File: config.mk
export PLATFORM = sky130hd
export DESIGN_NAME = ngm_mul
export DESIGN_NICKNAME = d
export VERILOG_FILES = /design/src/rtl/ngm_pkg.sv /design/src/rtl/ngm_mul.sv
export SDC_FILE = /design/constraint.sdc
export NUM_CORES = 1
export LEC_CHECK = 0
export BUFFER_PORTS_ARGS = -buffer_cell sky130_fd_sc_hd__buf_2
export CAP_MARGIN = 40
export CORE_MARGIN = 2
export CORE_UTILIZATION = 55
export DETAILED_ROUTE_END_ITERATION = 10
export PLACE_DENSITY_LB_ADDON = 0.12
export SYNTH_ARGS = -nofsm -noshare
export SYNTH_HDL_FRONTEND = slang
export SYNTH_SLANG_ARGS = --single-unit
export TNS_END_PERCENT = 100
File: constraint.sdc
create_clock -name clk -period 28.4 [get_ports clk]
set_input_delay 2.84 -clock clk [delete_from_list [all_inputs] [get_ports clk]]
set_output_delay 2.84 -clock clk [all_outputs]
set_load 0.03 [all_outputs]
File: src/rtl/ngm_pkg.sv
// Shared types, constants and the CORDIC angle table for normal_gravity_model.
// No dependencies.
`default_nettype none
package ngm_pkg;

  localparam int MUL_W    = 36;  // signed operand width of the serial multiplier
  localparam int RES_W    = 44;  // signed width of a rounded product
  localparam int DIGIT_W  = 4;
  localparam int DIGITS   = MUL_W / DIGIT_W;
  localparam int ANG_W    = 34;  // CORDIC x, y, z width
  localparam int NUM_W    = 58;  // |h| << 30
  localparam int DIV_W    = 32;

  localparam logic signed [ANG_W-1:0] HALF_PI_Q30 = 34'sd1686629713;
  localparam logic signed [ANG_W-1:0] PI_Q30      = 34'sd3373259426;
  localparam logic signed [ANG_W-1:0] CORDIC_GAIN = 34'sd652032874;
  localparam logic signed [MUL_W-1:0] Q30_ONE     = 36'sd1073741824;
  localparam logic signed [MUL_W-1:0] Q_LIMIT     = 36'sd536870912;
  localparam logic signed [RES_W-1:0] AB_LIMIT    = 44'sd4294967296;

  localparam logic [30:0] RST_EQ_GRAVITY   = 31'd164086655;
  localparam logic [30:0] RST_GRAV_FLAT    = 31'd22773807;
  localparam logic [30:0] RST_ELL_FLAT     = 31'd14400212;
  localparam logic [30:0] RST_CENTRIFUGAL  = 31'd14816718;
  localparam logic signed [31:0] RST_HARMONIC = 32'sd25013;
  localparam logic [30:0] RST_SEMIMAJOR    = 31'd637813700;
  localparam logic signed [31:0] RST_HELD_LAT = 32'sd843314857;

  typedef enum logic [2:0] {
    REG_EQ_GRAVITY   = 3'd0,
    REG_GRAV_FLAT    = 3'd1,
    REG_ELL_FLAT     = 3'd2,
    REG_CENTRIFUGAL  = 3'd3,
    REG_HARMONIC     = 3'd4,
    REG_SEMIMAJOR    = 3'd5
  } reg_idx_t;

  typedef enum logic [1:0] {
    SH29 = 2'd0,
    SH30 = 2'd1,
    SH32 = 2'd2
  } shift_t;

  typedef enum logic [3:0] {
    OP_SIN2    = 4'd0,
    OP_COS_SQ  = 4'd1,
    OP_SIN_SQ  = 4'd2,
    OP_SIN2_SQ = 4'd3,
    OP_GE_FG   = 4'd4,
    OP_T_SIN2  = 4'd5,
    OP_T_Q     = 4'd6,
    OP_FG_S2   = 4'd7,
    OP_F4_SQ   = 4'd8,
    OP_F_COS2  = 4'd9,
    OP_C_Q     = 4'd10,
    OP_Q_Q     = 4'd11,
    OP_A_B     = 4'd12,
    OP_GE_AB   = 4'd13
  } op_t;

  function automatic logic signed [ANG_W-1:0] atan_entry(input logic [5:0] i);
    logic signed [ANG_W-1:0] v;
    case (i)
      6'd0:  v = 34'sd843314856;
      6'd1:  v = 34'sd497837829;
      6'd2:  v = 34'sd263043836;
      6'd3:  v = 34'sd133525158;
      6'd4:  v = 34'sd67021686;
      6'd5:  v = 34'sd33543515;
      6'd6:  v = 34'sd16775850;
      6'd7:  v = 34'sd8388437;
      6'd8:  v = 34'sd4194282;
      6'd9:  v = 34'sd2097149;
      6'd10: v = 34'sd1048575;
      default: begin
        if (i <= 6'd30) v = 34'sd1 <<< (6'd30 - i);
        else v = '0;
      end
    endcase
    return v;
  endfunction

  function automatic logic signed [31:0] sat32(input logic signed [RES_W:0] v);
    logic signed [31:0] r;
    if (v > 45'sd2147483647) r = 32'sh7fffffff;
    else if (v < -45'sd2147483648) r = 32'sh80000000;
    else r = 32'(v);
    return r;
  endfunction

endpackage
`default_nettype wire

File: src/rtl/ngm_mul.sv
// Digit-serial signed multiplier with round-half-up arithmetic right shift.
// Uses ngm_pkg for widths and the shift select type.
`default_nettype none
module ngm_mul (
  input  wire logic                            clk,
  input  wire logic                            rst_n,
  input  wire logic                            start,
  input  wire logic signed [ngm_pkg::MUL_W-1:0] a,
  input  wire logic signed [ngm_pkg::MUL_W-1:0] b,
  input  wire ngm_pkg::shift_t                 sh,
  output logic                                 done,
  output logic signed [ngm_pkg::RES_W-1:0]     res
);

  localparam int AW = 2 * ngm_pkg::MUL_W;
  localparam int PW = ngm_pkg::MUL_W + ngm_pkg::DIGIT_W;

  typedef enum logic [1:0] {M_IDLE, M_RUN, M_SIGN, M_ROUND} mstate_t;

  mstate_t                         state_r;
  logic [ngm_pkg::MUL_W-1:0]       mag_a_r;
  logic [ngm_pkg::MUL_W-1:0]       b_r;
  logic [AW-1:0]                   acc_r;
  logic                            neg_r;
  logic [3:0]                      cnt_r;
  ngm_pkg::shift_t                 sh_r;
  logic                            done_r;
  logic signed [ngm_pkg::RES_W-1:0] res_r;

  logic [PW-1:0]                   part;
  logic signed [AW-1:0]            rsum;
  logic signed [AW-1:0]            rnd;

  // one 4-bit digit of b per cycle, msb first
  assign part = PW'(mag_a_r) * PW'(b_r[ngm_pkg::MUL_W-1 -: ngm_pkg::DIGIT_W]);

  always_comb begin
    case (sh_r)
      ngm_pkg::SH29: rnd = AW'(64'sd1 <<< 28);
      ngm_pkg::SH30: rnd = AW'(64'sd1 <<< 29);
      default:       rnd = AW'(64'sd1 <<< 31);
    endcase
  end

  assign rsum = $signed(acc_r) + rnd;

  always_ff @(posedge clk) begin
    if (!rst_n) begin
      state_r <= M_IDLE;
      done_r  <= 1'b0;
    end else begin
      done_r <= 1'b0;
      case (state_r)
        M_IDLE: begin
          if (start) begin
            mag_a_r <= a[ngm_pkg::MUL_W-1] ? ngm_pkg::MUL_W'(-a) : ngm_pkg::MUL_W'(a);
            b_r     <= b[ngm_pkg::MUL_W-1] ? ngm_pkg::MUL_W'(-b) : ngm_pkg::MUL_W'(b);
            neg_r   <= a[ngm_pkg::MUL_W-1] ^ b[ngm_pkg::MUL_W-1];
            sh_r    <= sh;
            acc_r   <= '0;
            cnt_r   <= '0;
            state_r <= M_RUN;
          end
        end
        M_RUN: begin
          acc_r <= (acc_r << ngm_pkg::DIGIT_W) + AW'(part);
          b_r   <= b_r << ngm_pkg::DIGIT_W;
          cnt_r <= cnt_r + 4'd1;
          if (cnt_r == 4'(ngm_pkg::DIGITS - 1)) state_r <= M_SIGN;
        end
        M_SIGN: begin
          if (neg_r) acc_r <= -acc_r;
          state_r <= M_ROUND;
        end
        M_ROUND: begin
          case (sh_r)
            ngm_pkg::SH29: res_r <= ngm_pkg::RES_W'(rsum >>> 29);
            ngm_pkg::SH30: res_r <= ngm_pkg::RES_W'(rsum >>> 30);
            default:       res_r <= ngm_pkg::RES_W'(rsum >>> 32);
          endcase
          done_r  <= 1'b1;
          state_r <= M_IDLE;
        end
        default: state_r <= M_IDLE;
      endcase
    end
  end

  assign done = done_r;
  assign res  = res_r;

endmodule
`default_nettype wire

=== Word level (Yosys, flattened, before mapping) ===
Cells that the tools add are included.

* Bits in registers: 197
* Bits of input ports: 77
* Word-level logic and storage cells: 50

* Add/subtract/negate cells: 6
* Multipliers: 1
* Equality and inequality tests: 8
* Muxes and demuxes: 15
* Bitwise operators: 1
* Reductions and logical operators: 9

{| class="wikitable"
|+ Operator list
! kind !! number
|-
| $pmux W72 S3 || 1
|-
| $mux W72 || 2
|-
| $pmux W42 S2 || 1
|-
| $add A72 B33 Y72 || 1
|-
| $add A72 B40 Y72 || 1
|-
| $mux W36 || 2
|-
| $neg A36 Y36 || 2
|-
| $neg A72 Y72 || 1
|-
| $pmux W36 S2 || 1
|-
| $pmux W32 S2 || 1
|-
| $mul A36 B4 Y40 || 1
|-
| $mux W35 || 1
|-
| $pmux W2 S4 || 1
|-
| $pmux W4 S2 || 1
|-
| $ne A2 B2 Y1 const B || 3
|-
| $reduce_and A3 Y1 || 2
|-
| $add A4 B1 Y4 const B || 1
|-
| $eq A2 B1 Y1 const B || 2
|-
| $eq A2 B2 Y1 const B || 2
|-
| $eq A4 B4 Y1 const B || 1
|-
| $logic_not A2 Y1 || 2
|-
| $mux W2 || 2
|-
| $mux W4 || 1
|-
| $reduce_and A2 Y1 || 2
|-
| 5 further kinds || 5
|}

=== Depth between registers and ports, before layout ===
Gate-level depths: netlist of the first run.

* Word-level depth: 4
* Mapped depth: 19

=== Worst setup path after synthesis of the first run ===
No wires, ideal clock.

* Path type: input to register
* Start: input start
* End: register acc_r[0] (enable)
* Arrival: 10,268 ps
* Required time: 27,695 ps
* Path slack: 17,427 ps
* Cell stages on the path: 2
* Cell sequence: nor2b_1 nor4b_1

* Cells in the longest elaborated chain, start to end: 2

{| class="wikitable"
|+ RTL lines
! item !! line !! RTL
|-
| start: declaration || ngm_mul.sv:7 || <nowiki>input wire logic start,</nowiki>
|-
| $ne A2 B2 Y1 (no line) || n/a ||
|-
| $reduce_and A4 Y1 (no line) || n/a ||
|-
| end signal: assignment || ngm_mul.sv:66 || <nowiki>acc_r <= (acc_r << ngm_pkg::DIGIT_W) + AW'(part);</nowiki>
|-
| end signal: assignment || ngm_mul.sv:72 || <nowiki>if (neg_r) acc_r <= -acc_r;</nowiki>
|-
| end: declaration || ngm_mul.sv:23 || <nowiki>logic [AW-1:0] acc_r;</nowiki>
|}

Every way passes these cells.
A chain may end at the register's enable or synchronous reset.

=== Worst setup path after layout of the first run ===
* Start: register b_r[35] in the netlist's numbering
* End: register acc_r[55], data pin

* Cells in the longest elaborated chain, start to end: 3

{| class="wikitable"
|+ RTL lines
! item !! line !! RTL
|-
| start: declaration || ngm_mul.sv:22 || <nowiki>logic [ngm_pkg::MUL_W-1:0] b_r;</nowiki>
|-
| start signal: assignment || ngm_mul.sv:57 || <nowiki>b_r <= b[ngm_pkg::MUL_W-1] ? ngm_pkg::MUL_W'(-b) : ngm_pkg::MUL_W'(b);</nowiki>
|-
| start signal: assignment || ngm_mul.sv:67 || <nowiki>b_r <= b_r << ngm_pkg::DIGIT_W;</nowiki>
|-
| $mul A36 B4 Y40 || ngm_mul.sv:35 || <nowiki>assign part = PW'(mag_a_r) * PW'(b_r[ngm_pkg::MUL_W-1 -: ngm_pkg::DIGIT_W]);</nowiki>
|-
| $add A72 B40 Y72 || ngm_mul.sv:66 ||
|-
| $pmux W72 S3 || ngm_mul.sv:53 || <nowiki>case (state_r)</nowiki>
|}

Every way passes these cells.

==> results.yml, run 1 <==
run_status:
  status: "complete, no violations"
placement:
  io_buffers: 121
  place_area_um2: 19100
  place_congestion: 0.909
  dp_cells: 2463
  dpl.hpwl_mm: 32.7
synth:
  synth_cell_type_count: 65
  synth_edf_count: 194
  yosysSeqAreaShare: 0.325
  syn_avg_cell_area_um2: 9.09
  syn_area_um2: 18100
  dominantRegCellSynth: "edfxtp_1"
  synth_top_area_share: 0.322
  synthTopCellsByArea: "edfxtp_1, fa_1, xnor2_1, and2_1, xor2_1"
  async_flop_share: 0
  ys_ff_latch: 197
  synth_fp_nets: 2234
  yosys.area.top_type: "edfxtp_1"
  postSynthCellCount: 1993
  yosys_warnings: 0
clocking:
  postCtsSetupRepairBufs: 0
  cts_buffer_depth: 2
  clk_latency_ns: 0.47
  cts_max_level: 4
  clock-sinks: 197
  cts_tree: "yes"
  cts_hold_buf: 0
  numCtsBuffers: 17
  ctsRootBufferMaster: "clkbuf_16"
  cts-resized-gates: 0
  clk_pin_slew_ns: 0.09
setup_path:
  worst_ep_arrival_time_ns: 6.52
  cp_cell_sequence: "and2_1, fa_1, fa_1, inv_1, fa_1, inv_1, ha_1, a21oi_1, a32oi_1, a32oi_1, nor4b_1, o31ai_1, a21oi_1, o21ai_0, or4_1, nand3_1"
  crit_path_start_kind: "register"
  cp.required_ns: 28.74
  rrSetupSlack_ns: 22.22
  critical_path.most_common_cell: "fa_1"
  cp_slowest_stage_delay_ns: 0.97
  r2r_start: "b_r[35]"
  path_max_fanout: 36
  crit_path_top_delay_cell: "edfxtp_1"
  critPathCapture: "acc_r[55]"
  r2r-end: "acc_r[55]"
  crit_path_start: "b_r[35]"
  endpoint_kind: "register"
  r2r_cells: 16
  crit_type: "register to register"
layout:
  fill_cells: 2831
  final_common_cell: "inv_1"
  final_cell_mix: "inv_1, edfxtp_1, nand2_1, and2_1, xnor2_1"
  utilization: 0.610
  stdcell_count: 2496
  drive_above_1_share: 0.0959
  finalInstanceArea_um2: 19800
  area_growth_pct: 9.23
  n_antenna_cell: 0
  final_net_count: 2282
sta:
  maxSlewHeadroom: 0.374
  finalSetupViolCount: 0
  fmaxAchievable_mhz: 162
  hold_viol: 0
  maxSlewViolCount: 0
  period_share: 0.218
  timing.setup.tns_ns: 0
  fin_worst_skew_ns: 0.0211
  rsz0062_at_grt: "no"
  worst_pin_slew_ns: 0.939
  period_minus_slack_ns: 6.18
global_route:
  grt_pass1_vias: 13800
  overflow: 0
  grt_pass1_wl_mm: 70.8
  grt_usage: 0.260
  antenna_found_initial: 1
  grt_max_degree: 73
floorplan:
  rows: 66
  dieArea_um2: 34400
  chipHeight_um: 185
  die_w_um: 185
  ioPinCount: 122
  initial_core_util: 0.558
  core-area_um2: 32500
power_and_ir_drop:
  peakVddDrop_mv: 0.0663
  total_power_w: 0.00241
  p_leak_nw: 7.75
  powerDensity_nw_per_um2: 122
routing:
  drt-total-wl_mm: 42.8
  num_vias: 14300
  drc: 0
  via_per_inst: 5.74
  ant_nets: 0
  firstDrtPassIters: 5
  avgRoutedWirePerCell_um: 17.2
  drtIter0Drc: 1110
run:
  max_cap_violations: 0
min_path:
  hold_depth: 2
  hp-class: "register to register"
==> metrics by stage <==
step / hold slack (ns) / setup WS (ns)
2_1_floorplan: 0.498 / 17.43
3_3_place_gp: 0.510 / 22.22
3_5_place_dp: 0.516 / 22.16
4_1_cts: 0.541 / 22.28
5_1_grt: 0.567 / 21.87
6_report: 0.538 / 22.22
==> cell families (layout without fill, tap and decap cells) <==
kind of cell / Yosys count / after routing / share of synthesized area
mux: 14 / 14 / 0.00808
flops: 197 / 197 / 0.325
fa+ha+maj: 164 / 164 / 0.156
buf+inv: 307 / 368 / 0.0639
simple gates: 710 / 710 / 0.207
compound gates: 368 / 368 / 0.127
xor+xnor: 233 / 233 / 0.113
==> area by class of cell <==
class | count | area [um2] | share of cell area
tap | 442 | 553 | 0.0279
clock inverter | 15 | 243 | 0.0123
timing repair buffer | 139 | 851 | 0.0430
sequential | 197 | 5890 | 0.297
multi-input combinational | 1489 | 11100 | 0.561
clock buffer | 17 | 425 | 0.0215
inverter | 197 | 739 | 0.0374
==> cells in the mapped netlist (10+ instances only) <==
cell type	number
o31ai_1	29
nor2_1	101
o22ai_1	37
o21ai_0	96
o21bai_1	11
ha_1	60
or4_1	20
xor2_1	102
edfxtp_1	194
a21oi_1	89
fa_1	104
a22oi_1	20
o211ai_1	13
nor2b_1	33
inv_1	195
nand2_1	182
a21o_1	16
and2_1	152
xnor2_1	131
or3_1	22
nand4_1	22
nor3_1	43
nor4_1	29
o2bb2ai_1	10
clkbuf_1	99
and3_1	19
nand3_1	40
==> sequential cells by signal, indices dropped and copies added, names as in the netlist <==
signal	flops
acc_r	72
b_r	36
cnt_r	4
done	1
mag_a_r	36
neg_r	1
res	43
sh_r	2
state_r	2
==> report_power, final <==
group | leakage, nW | internal [W] | switching (W)
sequential | 1.86 | 0.000423 | 0.0000868
combinational | 5.56 | 0.000625 | 0.000998
clock | 0.326 | 0.000152 | 0.000123
total | 7.75 | 0.00120 | 0.00121
==> how the worst min path moves through the flow <==
stage	startpoint	end	slack, ns
global route	b_r[0]	b_r[4]	0.57
floorplan	b_r[31]	b_r[35]	0.50
detailed placement	b_r[31]	b_r[35]	0.52
finish	b_r[28]	b_r[32]	0.54
global placement	b_r[3]	b_r[7]	0.51
CTS	b_r[2]	b_r[6]	0.54
==> critical path, delay by kind of cell (launching register included) <==
family                   cells  cell delay, ns
buffers and inverters        2            0.13
AND/OR/NAND/NOR              4            1.31
adder cells (fa/ha/maj)      4            1.84
flip-flops                   1            0.97
AO/OA/AOI/OAI                6            1.79
==> routing by layer <==
metal,vias up,global-route usage,part of all wire
met3,50,0.0280,0.061
li1,6976,-,-
met2,468,0.392,0.44
met5,-,0,0
met1,6821,0.396,0.48
met4,0,0.0721,0.017
Power figures use the tool's default switching activity.
==> run 2: changes to the inputs <==
clock period = 6.1 ns   (was 28.4 ns; I/O delays follow)
==> results.yml, run 2 (synthesis results as in run 1) <==
placement:
  dpl.hpwl_mm: 34.1
  dp_slack_ns: 0.0771
  place_congestion: 0.947
  io_buffers: 121
sta:
  holdWs_ns: 0.333
  period_minus_slack_ns: 5.63
  rsz0062_at_grt: "no"
  fmaxAchievable_mhz: 178
  finalSetupViolCount: 0
  period_share: 0.923
  maxSlewHeadroom: 0.499
  worst_pin_slew_ns: 0.732
  timing.setup.tns_ns: 0
  fin_worst_skew_ns: 0.0228
  hold_viol: 0
  maxSlewViolCount: 0
  setup_slack_ns: 0.471
clocking:
  numCtsBuffers: 17
  clk_latency_ns: 0.47
  clock-sinks: 197
  cts_max_level: 4
  cts_buffer_depth: 2
  cts_hold_buf: 0
  ctsRootBufferMaster: "clkbuf_16"
  cts_tree: "yes"
  clk_pin_slew_ns: 0.09
setup_path:
  cp_cell_sequence: "and2_1, fa_1, fa_1, inv_1, fa_1, inv_1, ha_1, nand3_1, a32oi_1, a32oi_1, nor4b_1, o31ai_1, buf_4, a21oi_2, o21ai_0, or4_1, nand3_1"
  cp.required_ns: 6.44
  path_max_fanout: 18
  rrSetupSlack_ns: 0.47
  endpoint_kind: "register"
  critical_path.most_common_cell: "fa_1"
  crit_path_top_delay_cell: "edfxtp_1"
  critical_path.top_delay_family: "adder cells"
  worst_ep_arrival_time_ns: 5.97
  crit_type: "register to register"
  crit_path_start_kind: "register"
  path_buf_inv: 3
  cp_slowest_stage_delay_ns: 0.73
routing:
  avgRoutedWirePerCell_um: 17.6
  via_per_inst: 5.77
  ant_nets: 0
  drt-total-wl_mm: 44.3
  firstDrtPassIters: 5
  num_vias: 14500
  drtIter0Drc: 1157
  drc: 0
global_route:
  antenna_found_initial: 0
  grt_pass1_vias: 14100
  overflow: 0
  grt_max_degree: 76
  grt_usage: 0.268
  grt_pass1_wl_mm: 72.7
floorplan:
  die_w_um: 185
  core-area_um2: 32500
  rows: 66
  dieArea_um2: 34400
  chipHeight_um: 185
  initial_core_util: 0.558
  ioPinCount: 122
layout:
  multiInputGateArea_um2: 11100
  largest_register_ffs: 72
  ff_latch_area_um2: 5890
  final_net_count: 2293
  area_growth_pct: 9.30
  final_common_cell: "inv_1"
  final_cell_mix: "inv_1, edfxtp_1, nand2_1, and2_1, xnor2_1"
  fill_cells: 2955
  largest_register: "acc_r"
  drive_above_1_share: 0.101
power_and_ir_drop:
  p_leak_nw: 7.76
  powerDensity_nw_per_um2: 573
  peakVddDrop_mv: 0.373
run:
  max_cap_violations: 0
min_path:
  hp-class: "input port to register"
run_status:
  status: "complete, no violations"
## run 2: repair_timing
action                     4_1_cts  5_1_grt
buffers inserted                 0        3
gates resized for setup          0        3
setup endpoints to repair        0       29
## run 2: per-layer routing
| layer | wire length [um] | vias to the layer above | track usage |
|---|---|---|---|
| met4 | 903 | 0 | 0.0889 |
| met3 | 2900 | 61 | 0.0430 |
| met2 | 19600 | 515 | 0.409 |
| li1 | - | 6993 | - |
| met1 | 20900 | 6901 | 0.390 |
| met5 | 0 | - | 0 |
## run 2: report_power, final
group	switching (W)	internal [W]	leakage, nW
Sequential	0.000416	0.00197	1.86
Clock	0.000556	0.000615	0.288
Combinational	0.00479	0.00299	5.61
## run 2: worst paths after layout
check | startpoint | to | cells past startpoint
hold / removal | sh[0] | sh_r[0] | 1
setup reg to reg | b_r[33] | acc_r[55] | 17
setup / recovery | b_r[33] | acc_r[55] | 17
hold reg to reg | b_r[2] | b_r[6] | 2
## run 2: layout make-up
cell class | instances | area share
well taps | 442 | 0.0279
clock inverters | 15 | 0.00878
inverters | 197 | 0.0373
flip-flops and latches | 197 | 0.297
clock buffers | 17 | 0.0215
multi-input cells | 1489 | 0.561
diodes | 2 | 0.000253
repair buffers | 150 | 0.0457
## run 2: per-stage QoR
step	cells	total power (W)	utilization	instance area, um2
floorplan	1993	0.00799	-	18100
global placement	2465	0.00988	0.586	19000
detailed placement	2472	0.0100	0.590	19200
CTS	2504	0.0112	0.609	19800
global route	2507	0.0124	0.610	19800
finish	2509	0.0113	0.610	19800
